**config.mk**
```make
export PLATFORM = sky130hd
export DESIGN_NAME = kcte_engine
export DESIGN_NICKNAME = d
export VERILOG_FILES = /design/src/design/kcte_pkg.sv /design/src/design/kcte_engine.sv
export SDC_FILE = /design/constraint.sdc
export NUM_CORES = 1
export LEC_CHECK = 0
export BUFFER_PORTS_ARGS = -buffer_cell sky130_fd_sc_hd__buf_2
export CAP_MARGIN = 20
export CELL_PAD_IN_SITES_DETAIL_PLACEMENT = 1
export CELL_PAD_IN_SITES_GLOBAL_PLACEMENT = 1
export CORE_UTILIZATION = 40
export CTS_CLUSTER_DIAMETER = 150
export DETAILED_ROUTE_END_ITERATION = 8
export HOLD_SLACK_MARGIN = 0.05
export PLACE_DENSITY = 0.89
export SLEW_MARGIN = 20
export SYNTH_ARGS = -nofsm -noshare
export SYNTH_HDL_FRONTEND = slang
export SYNTH_SLANG_ARGS = --single-unit
```
**constraint.sdc**
```tcl
create_clock -name i_clk -period 48.1 [get_ports i_clk]
set_input_delay 2.405 -clock i_clk [delete_from_list [all_inputs] [get_ports i_clk]]
set_output_delay 2.405 -clock i_clk [all_outputs]
set_load 0.05 [all_outputs]
```
**src/design/kcte_pkg.sv**
```systemverilog
// shared types, widths and codes for the keyed credit table
package kcte_pkg;

    localparam int KEY_W      = 32;
    localparam int CNT_W      = 31;
    localparam int TICK_W     = 32;
    localparam int ID_W       = 32;
    localparam int THR_W      = 7;
    localparam int CFG_IDX_W  = 2;
    localparam int CFG_DATA_W = 32;

    localparam int TABLE_ENTRIES_DEF = 64;

    localparam logic [CNT_W-1:0]  CNT_MAX      = '1;
    localparam logic [ID_W-1:0]   OWNER_ID_RST = 32'd20;
    localparam logic [TICK_W-1:0] LIFETIME_RST = 32'd1000;
    localparam logic [THR_W-1:0]  THR_RST      = 7'd32;

    localparam logic [CFG_IDX_W-1:0] CFG_OWNER_ID       = 2'd0;
    localparam logic [CFG_IDX_W-1:0] CFG_ENTRY_LIFETIME = 2'd1;
    localparam logic [CFG_IDX_W-1:0] CFG_SWEEP_LEVEL    = 2'd2;

    localparam logic OP_RECORD = 1'b0;
    localparam logic OP_CLAIM  = 1'b1;

    typedef enum logic [1:0] {
        ST_DONE    = 2'd0,
        ST_IGNORED = 2'd1,
        ST_FULL    = 2'd2
    } t_status;

    typedef struct packed {
        logic [ID_W-1:0]   owner_id;
        logic [TICK_W-1:0] entry_lifetime;
        logic [THR_W-1:0]  sweep_level;
    } t_cfg;

    typedef struct packed {
        logic              op;
        logic [KEY_W-1:0]  item_key;
        logic [CNT_W-1:0]  amount;
        logic [ID_W-1:0]   source_id;
        logic [ID_W-1:0]   dest_id;
        logic              world_drop;
        logic [TICK_W-1:0] now_tick;
    } t_item;

    typedef struct packed {
        logic              valid;
        logic [KEY_W-1:0]  key;
        logic [CNT_W-1:0]  count;
        logic [TICK_W-1:0] time_stamp;
    } t_entry;

    localparam int ENTRY_W = $bits(t_entry);

    typedef struct packed {
        logic [CNT_W-1:0] claimed;
        t_status          status;
    } t_result;

endpackage

```
**src/design/kcte_engine.sv**
```systemverilog
// table engine: clearing pass, scan with sweep, read-modify-write of one entry
module kcte_engine #(
    parameter int TABLE_ENTRIES = kcte_pkg::TABLE_ENTRIES_DEF
) (
    input  logic                             i_clk,
    input  logic                             i_rst_n,
    input  kcte_pkg::t_cfg                   i_cfg,
    input  logic                             i_item_valid,
    input  kcte_pkg::t_item                  i_item,
    output logic                             o_busy,
    output logic                             o_res_valid,
    output kcte_pkg::t_result                o_res,
    input  logic                             i_res_ready,
    output logic                             o_mem_we,
    output logic [$clog2(TABLE_ENTRIES)-1:0] o_mem_waddr,
    output kcte_pkg::t_entry                 o_mem_wdata,
    output logic [$clog2(TABLE_ENTRIES)-1:0] o_mem_raddr,
    input  kcte_pkg::t_entry                 i_mem_rdata,
    output logic [$clog2(TABLE_ENTRIES+1)-1:0] o_occ
);

    localparam int AW    = $clog2(TABLE_ENTRIES);
    localparam int CW    = AW + 1;
    localparam int OCC_W = $clog2(TABLE_ENTRIES + 1);
    localparam int CMP_W = (OCC_W > kcte_pkg::THR_W) ? OCC_W : kcte_pkg::THR_W;
    localparam logic [CW-1:0] N_C      = CW'(TABLE_ENTRIES);
    localparam logic [AW-1:0] LAST_IDX = AW'(TABLE_ENTRIES - 1);

    typedef enum logic [4:0] {
        S_CLEAR = 5'b00001,
        S_IDLE  = 5'b00010,
        S_SCAN  = 5'b00100,
        S_APPLY = 5'b01000,
        S_RESP  = 5'b10000
    } t_state;

    t_state                 r_state, n_state;
    logic [CW-1:0]          r_cnt, n_cnt;
    logic                   r_ev_vld, n_ev_vld;
    logic [AW-1:0]          r_ev_idx, n_ev_idx;
    logic                   r_sweep, n_sweep;
    logic                   r_hit, n_hit;
    logic                   r_hit_exp, n_hit_exp;
    logic                   r_free, n_free;
    logic [OCC_W-1:0]       r_occ, n_occ;
    kcte_pkg::t_result      r_res, n_res;

    kcte_pkg::t_item        r_item;
    kcte_pkg::t_entry       r_hit_entry;
    logic [AW-1:0]          r_hit_slot;
    logic [AW-1:0]          r_free_slot;

    kcte_pkg::t_entry            ev;
    logic [kcte_pkg::TICK_W-1:0] age;
    logic                        ev_exp;
    logic                        sweep_hit;
    logic                        key_hit;
    logic                        free_hit;
    logic                        pass;
    logic                        do_sweep;
    logic [kcte_pkg::CNT_W:0]    sum;
    logic [kcte_pkg::CNT_W-1:0]  sat_cnt;
    logic [kcte_pkg::CNT_W-1:0]  grant;
    logic [kcte_pkg::CNT_W-1:0]  remain;
    logic                        scanning;

    assign ev        = i_mem_rdata;
    assign age       = r_item.now_tick - ev.time_stamp;
    assign ev_exp    = age > i_cfg.entry_lifetime;
    assign scanning  = (r_state == S_SCAN) && r_ev_vld;
    assign sweep_hit = scanning && r_sweep && ev.valid && ev_exp;
    assign key_hit   = scanning && ev.valid && (ev.key == r_item.item_key) && !sweep_hit;
    assign free_hit  = scanning && (!ev.valid || sweep_hit);

    assign pass = (i_item.amount != '0) && (i_item.item_key != '0) &&
                  (i_item.source_id == i_cfg.owner_id) &&
                  ((i_item.dest_id != '0) || i_item.world_drop);
    assign do_sweep = CMP_W'(r_occ) >= CMP_W'(i_cfg.sweep_level);

    assign sum     = {1'b0, r_hit_entry.count} + {1'b0, r_item.amount};
    assign sat_cnt = sum[kcte_pkg::CNT_W] ? kcte_pkg::CNT_MAX : sum[kcte_pkg::CNT_W-1:0];
    assign grant   = (r_hit_entry.count < r_item.amount) ? r_hit_entry.count : r_item.amount;
    assign remain  = r_hit_entry.count - grant;

    always_comb begin
        n_state     = r_state;
        n_cnt       = r_cnt;
        n_ev_vld    = r_ev_vld;
        n_ev_idx    = r_ev_idx;
        n_sweep     = r_sweep;
        n_hit       = r_hit;
        n_hit_exp   = r_hit_exp;
        n_free      = r_free;
        n_occ       = r_occ;
        n_res       = r_res;
        o_mem_we    = 1'b0;
        o_mem_waddr = r_ev_idx;
        o_mem_wdata = '0;
        o_mem_raddr = r_cnt[AW-1:0];
        o_res_valid = 1'b0;
        unique case (r_state)
            S_CLEAR: begin
                o_mem_we    = 1'b1;
                o_mem_waddr = r_cnt[AW-1:0];
                n_cnt       = r_cnt + CW'(1);
                if (r_cnt[AW-1:0] == LAST_IDX) begin
                    n_cnt   = '0;
                    n_state = S_IDLE;
                end
            end
            S_IDLE: begin
                if (i_item_valid) begin
                    n_cnt    = '0;
                    n_ev_vld = 1'b0;
                    n_hit    = 1'b0;
                    n_free   = 1'b0;
                    n_res    = {{kcte_pkg::CNT_W{1'b0}}, kcte_pkg::ST_DONE};
                    if (i_item.op == kcte_pkg::OP_CLAIM) begin
                        n_sweep = 1'b0;
                        n_state = (i_item.amount == '0) ? S_RESP : S_SCAN;
                    end else if (!pass) begin
                        n_res.status = kcte_pkg::ST_IGNORED;
                        n_state      = S_RESP;
                    end else begin
                        n_sweep = do_sweep;
                        n_state = S_SCAN;
                    end
                end
            end
            S_SCAN: begin
                if (r_cnt != N_C) begin
                    n_cnt    = r_cnt + CW'(1);
                    n_ev_vld = 1'b1;
                    n_ev_idx = r_cnt[AW-1:0];
                end else begin
                    n_ev_vld = 1'b0;
                end
                if (sweep_hit) begin
                    o_mem_we          = 1'b1;
                    o_mem_wdata       = ev;
                    o_mem_wdata.valid = 1'b0;
                    if (r_occ != '0) begin
                        n_occ = r_occ - OCC_W'(1);
                    end
                end
                if (key_hit) begin
                    n_hit     = 1'b1;
                    n_hit_exp = ev_exp;
                end
                if (free_hit) begin
                    n_free = 1'b1;
                end
                if (r_ev_vld && (r_ev_idx == LAST_IDX)) begin
                    n_state = S_APPLY;
                end
            end
            S_APPLY: begin
                n_state     = S_RESP;
                o_mem_waddr = r_hit_slot;
                if (r_item.op == kcte_pkg::OP_RECORD) begin
                    if (r_hit) begin
                        o_mem_we    = 1'b1;
                        o_mem_wdata = {1'b1, r_item.item_key, sat_cnt, r_item.now_tick};
                    end else if (r_free) begin
                        o_mem_we    = 1'b1;
                        o_mem_waddr = r_free_slot;
                        o_mem_wdata = {1'b1, r_item.item_key, r_item.amount, r_item.now_tick};
                        n_occ       = r_occ + OCC_W'(1);
                    end else begin
                        n_res.status = kcte_pkg::ST_FULL;
                    end
                end else if (r_hit) begin
                    o_mem_we    = 1'b1;
                    o_mem_wdata = r_hit_entry;
                    if (r_hit_exp || (remain == '0)) begin
                        o_mem_wdata.valid = 1'b0;
                        if (r_occ != '0) begin
                            n_occ = r_occ - OCC_W'(1);
                        end
                    end else begin
                        o_mem_wdata.count = remain;
                    end
                    if (!r_hit_exp) begin
                        n_res.claimed = grant;
                    end
                end
            end
            S_RESP: begin
                o_res_valid = i_res_ready;
                if (i_res_ready) begin
                    n_state = S_IDLE;
                end
            end
            default: begin
                n_state = S_CLEAR;
                n_cnt   = '0;
            end
        endcase
    end

    always_ff @(posedge i_clk) begin
        if (!i_rst_n) begin
            r_state   <= S_CLEAR;
            r_cnt     <= '0;
            r_ev_vld  <= 1'b0;
            r_ev_idx  <= '0;
            r_sweep   <= 1'b0;
            r_hit     <= 1'b0;
            r_hit_exp <= 1'b0;
            r_free    <= 1'b0;
            r_occ     <= '0;
            r_res     <= '0;
        end else begin
            r_state   <= n_state;
            r_cnt     <= n_cnt;
            r_ev_vld  <= n_ev_vld;
            r_ev_idx  <= n_ev_idx;
            r_sweep   <= n_sweep;
            r_hit     <= n_hit;
            r_hit_exp <= n_hit_exp;
            r_free    <= n_free;
            r_occ     <= n_occ;
            r_res     <= n_res;
        end
    end

    always_ff @(posedge i_clk) begin
        if ((r_state == S_IDLE) && i_item_valid) begin
            r_item <= i_item;
        end
        if (key_hit) begin
            r_hit_entry <= ev;
            r_hit_slot  <= r_ev_idx;
        end
        if (free_hit && !r_free) begin
            r_free_slot <= r_ev_idx;
        end
    end

    assign o_busy = (r_state != S_IDLE);
    assign o_res  = r_res;
    assign o_occ  = r_occ;

endmodule

```
==> run summary <==
Synth top area share -> 31.6%
CP peak stage delay -> 0.65 ns
worst hold margin -> 0.463 ns
# hold bufs at CTS -> 0
die extent in y -> 222 µm
Slew Limit Fails -> 0
Clock Tree Buf Depth -> 3
final clock skew -> 0.0182 ns
Worst EP arrival -> 8.77 ns
Wirelength per Cell -> 24.8 µm
total power -> 0.656 mW
Ys Warns -> 0
Post-Synthesis Cells -> 2126
CP endpoint kind -> output pin
multi-input logic area -> 11100 µm²
post-synth top area cell -> edfxtp_1
LEAKAGE -> 10.7 nW
max cap viols -> 0
iteration count of the initial detailed-routing pass -> 7
syn_area_per_cell -> 9.13 µm²
Total Negative Setup Slacks -> 0 ns
antenna-violating nets left -> 0
ys flop type -> edfxtp_1
hold crit path type -> reg -> reg
port bufs -> 482
first-pass GRT wire length -> 120000 µm
Yosys reg bits -> 267
Syn Nets -> 2628
gpl congestion -> 0.931
CP most frequent cell -> o21ai_0
slowest CP cell -> nor4_1
status -> finished, final reports clean
I/O Pins -> 483
Core ar. -> 47800 µm²
Core Util, Final -> 49.3%
EDFF count, synth -> 204
Max Clk Rate -> 0.0895 GHz
Slew Limit Headroom -> 24.4%
Final Setup Violations -> 0
Sink Count -> 267
Filler cells -> 5724
TritonCTS clock tree -> yes
min cycle time layout -> 11.18 ns
DRT iter0 DRCs -> 1281
Area Growth Syn to Fin -> 21.6%
Inserted Clock Buffers -> 36
most common cell after layout, fill and taps aside -> buf_2
initial antenna violation count -> 19
clock root buffer master -> clkbuf_16
vias in the first global route -> 20200
Max H-tree Level -> 2
gr ovfl total -> 0
worst-path fanout max -> 56
Rows -> 80
vias per cell -> 5.98
GRT Overall Usage -> 31.6%
post-synth cell types -> 80
CP startpoint kind -> input pin
Placed Area -> 22400 µm²
Reg area -> 7390 µm²
PwrDens -> 27.8 nW/µm²
Final Hold Fails -> 0
Async SR Flop Fraction -> 0%
vias -> 19300
Initial Utilization -> 40.6%
Post-Syn Area -> 19400 µm²
die area -> 49400 µm²
Final period util -> 23.2%
sequential area share after synthesis -> 38.1%
clock latency on the worst-skew pair -> 0.56 ns
most frequent cells in the layout -> buf_2, nand2_1, edfxtp_1, a21oi_1, nor2_1
Worst-Margin Slew -> 1.13 ns
synth top area cells -> edfxtp_1, ha_1, dfxtp_1
final net count -> 3083
WL final -> 80000 µm
die span in x -> 222 µm
Post-CTS Setup Bufs -> 0
Worst-path clk slew -> 0.05 ns
PostCTS Resize Cnt -> 0
RSZ-0062 raised after global routing -> no
Post-route DRC -> 0
DP HPWL -> 63900 µm
required time worst endpoint -> 45.69 ns
worst vdd ir -> 0.0190 mV
ratio of cells with drive above 1 in the final layout -> 22.8%
largest net degree at the start of global routing -> 74
post-route cell area -> 23600 µm²
CP Class -> in -> out
## sequential cells by signal (all words and copies together), names as in the netlist, 6 cells and up
| name | cells |
|---|---|
| r_free_slot | 6 |
| o_res | 33 |
| r_item | 96 |
| o_occ | 7 |
| r_ev_idx | 6 |
| r_cnt | 7 |
| r_hit_slot | 6 |
| r_hit_entry | 96 |
## report_power, final
group | internal (mW) | total (mW) | switching [mW] | leakage, nW
sequential | 0.253 | 0.259 | 0.00601 | 2.35
clock | 0.164 | 0.273 | 0.109 | 0.559
combinational | 0.0447 | 0.123 | 0.0787 | 7.76
total | 0.462 | 0.656 | 0.194 | 10.7
## per-layer routing
| layer | vias to the layer above | global-route usage [%] | part of all wire (%) |
|---|---|---|---|
| met5 | - | 0 | 0.15 |
| met4 | 20 | 16.6 | 5.4 |
| met3 | 232 | 5.78 | 5.9 |
| met2 | 750 | 55.4 | 49 |
| met1 | 9521 | 36.6 | 39 |
| li1 | 8783 | - | - |
## cells in the mapped netlist, types with 58 or more instances
master / instances
a21oi_1: 174
a22oi_1: 81
clkbuf_1: 65
dfxtp_1: 63
edfxtp_1: 204
ha_1: 167
inv_1: 164
nand2_1: 210
nor2_1: 173
o21ai_0: 86
xnor2_1: 58
xor2_1: 81
## cells by family (layout without fill, tap and decap cells)
group | after synthesis | count (layout) | synth area share [%]
AND/OR/NAND/NOR | 631 | 631 | 15.2
multiplexers | 55 | 55 | 3.11
XOR/XNOR | 139 | 139 | 6.27
buffers and inverters | 246 | 727 | 4.98
AO/OA/AOI/OAI | 618 | 618 | 21.3
adder cells (fa/ha/maj) | 170 | 170 | 11.1
flip-flops | 267 | 267 | 38.1
other | 0 | 6 | 0
## final timing paths
| path | depth (start not counted) | from | slack [ns] | endpoint |
|---|---|---|---|---|
| setup reg to reg | 20 | r_hit_entry[53] | 40.35 | o_occ[1] |
| hold / removal | 2 | o_res[1] | 0.46 | o_res[1] |
| setup / recovery | 25 | i_mem_rdata[0] | 36.92 | o_mem_wdata[57] |
| hold reg to reg | 2 | o_res[1] | 0.46 | o_res[1] |
## final cells by class
type | instances | area share (%)
Tap cell | 615 | 3.26
Sequential cell | 267 | 31.3
Multi-Input combinational cell | 1613 | 47.0
Inverter | 164 | 2.62
Clock buffer | 47 | 4.12
Clock inverter | 17 | 0.864
Antenna cell | 6 | 0.0636
Timing Repair Buffer | 499 | 10.8
## stage by stage
stage,std cells,worst slack [ns]
2_1_floorplan,2126,29.62
3_3_place_gp,3158,37.36
3_5_place_dp,3158,36.94
4_1_cts,3222,36.93
5_1_grt,3225,36.40
6_report,3228,36.92
## critical path: cells and delay by family
family / cells / cell delay [ns]
AO/OA/AOI/OAI: 12 / 2.64
XOR/XNOR: 1 / 0.15
adder cells (fa/ha/maj): 3 / 0.87
buffers and inverters: 4 / 1.05
AND/OR/NAND/NOR: 5 / 1.51
(Power assumes the default switching activity.)
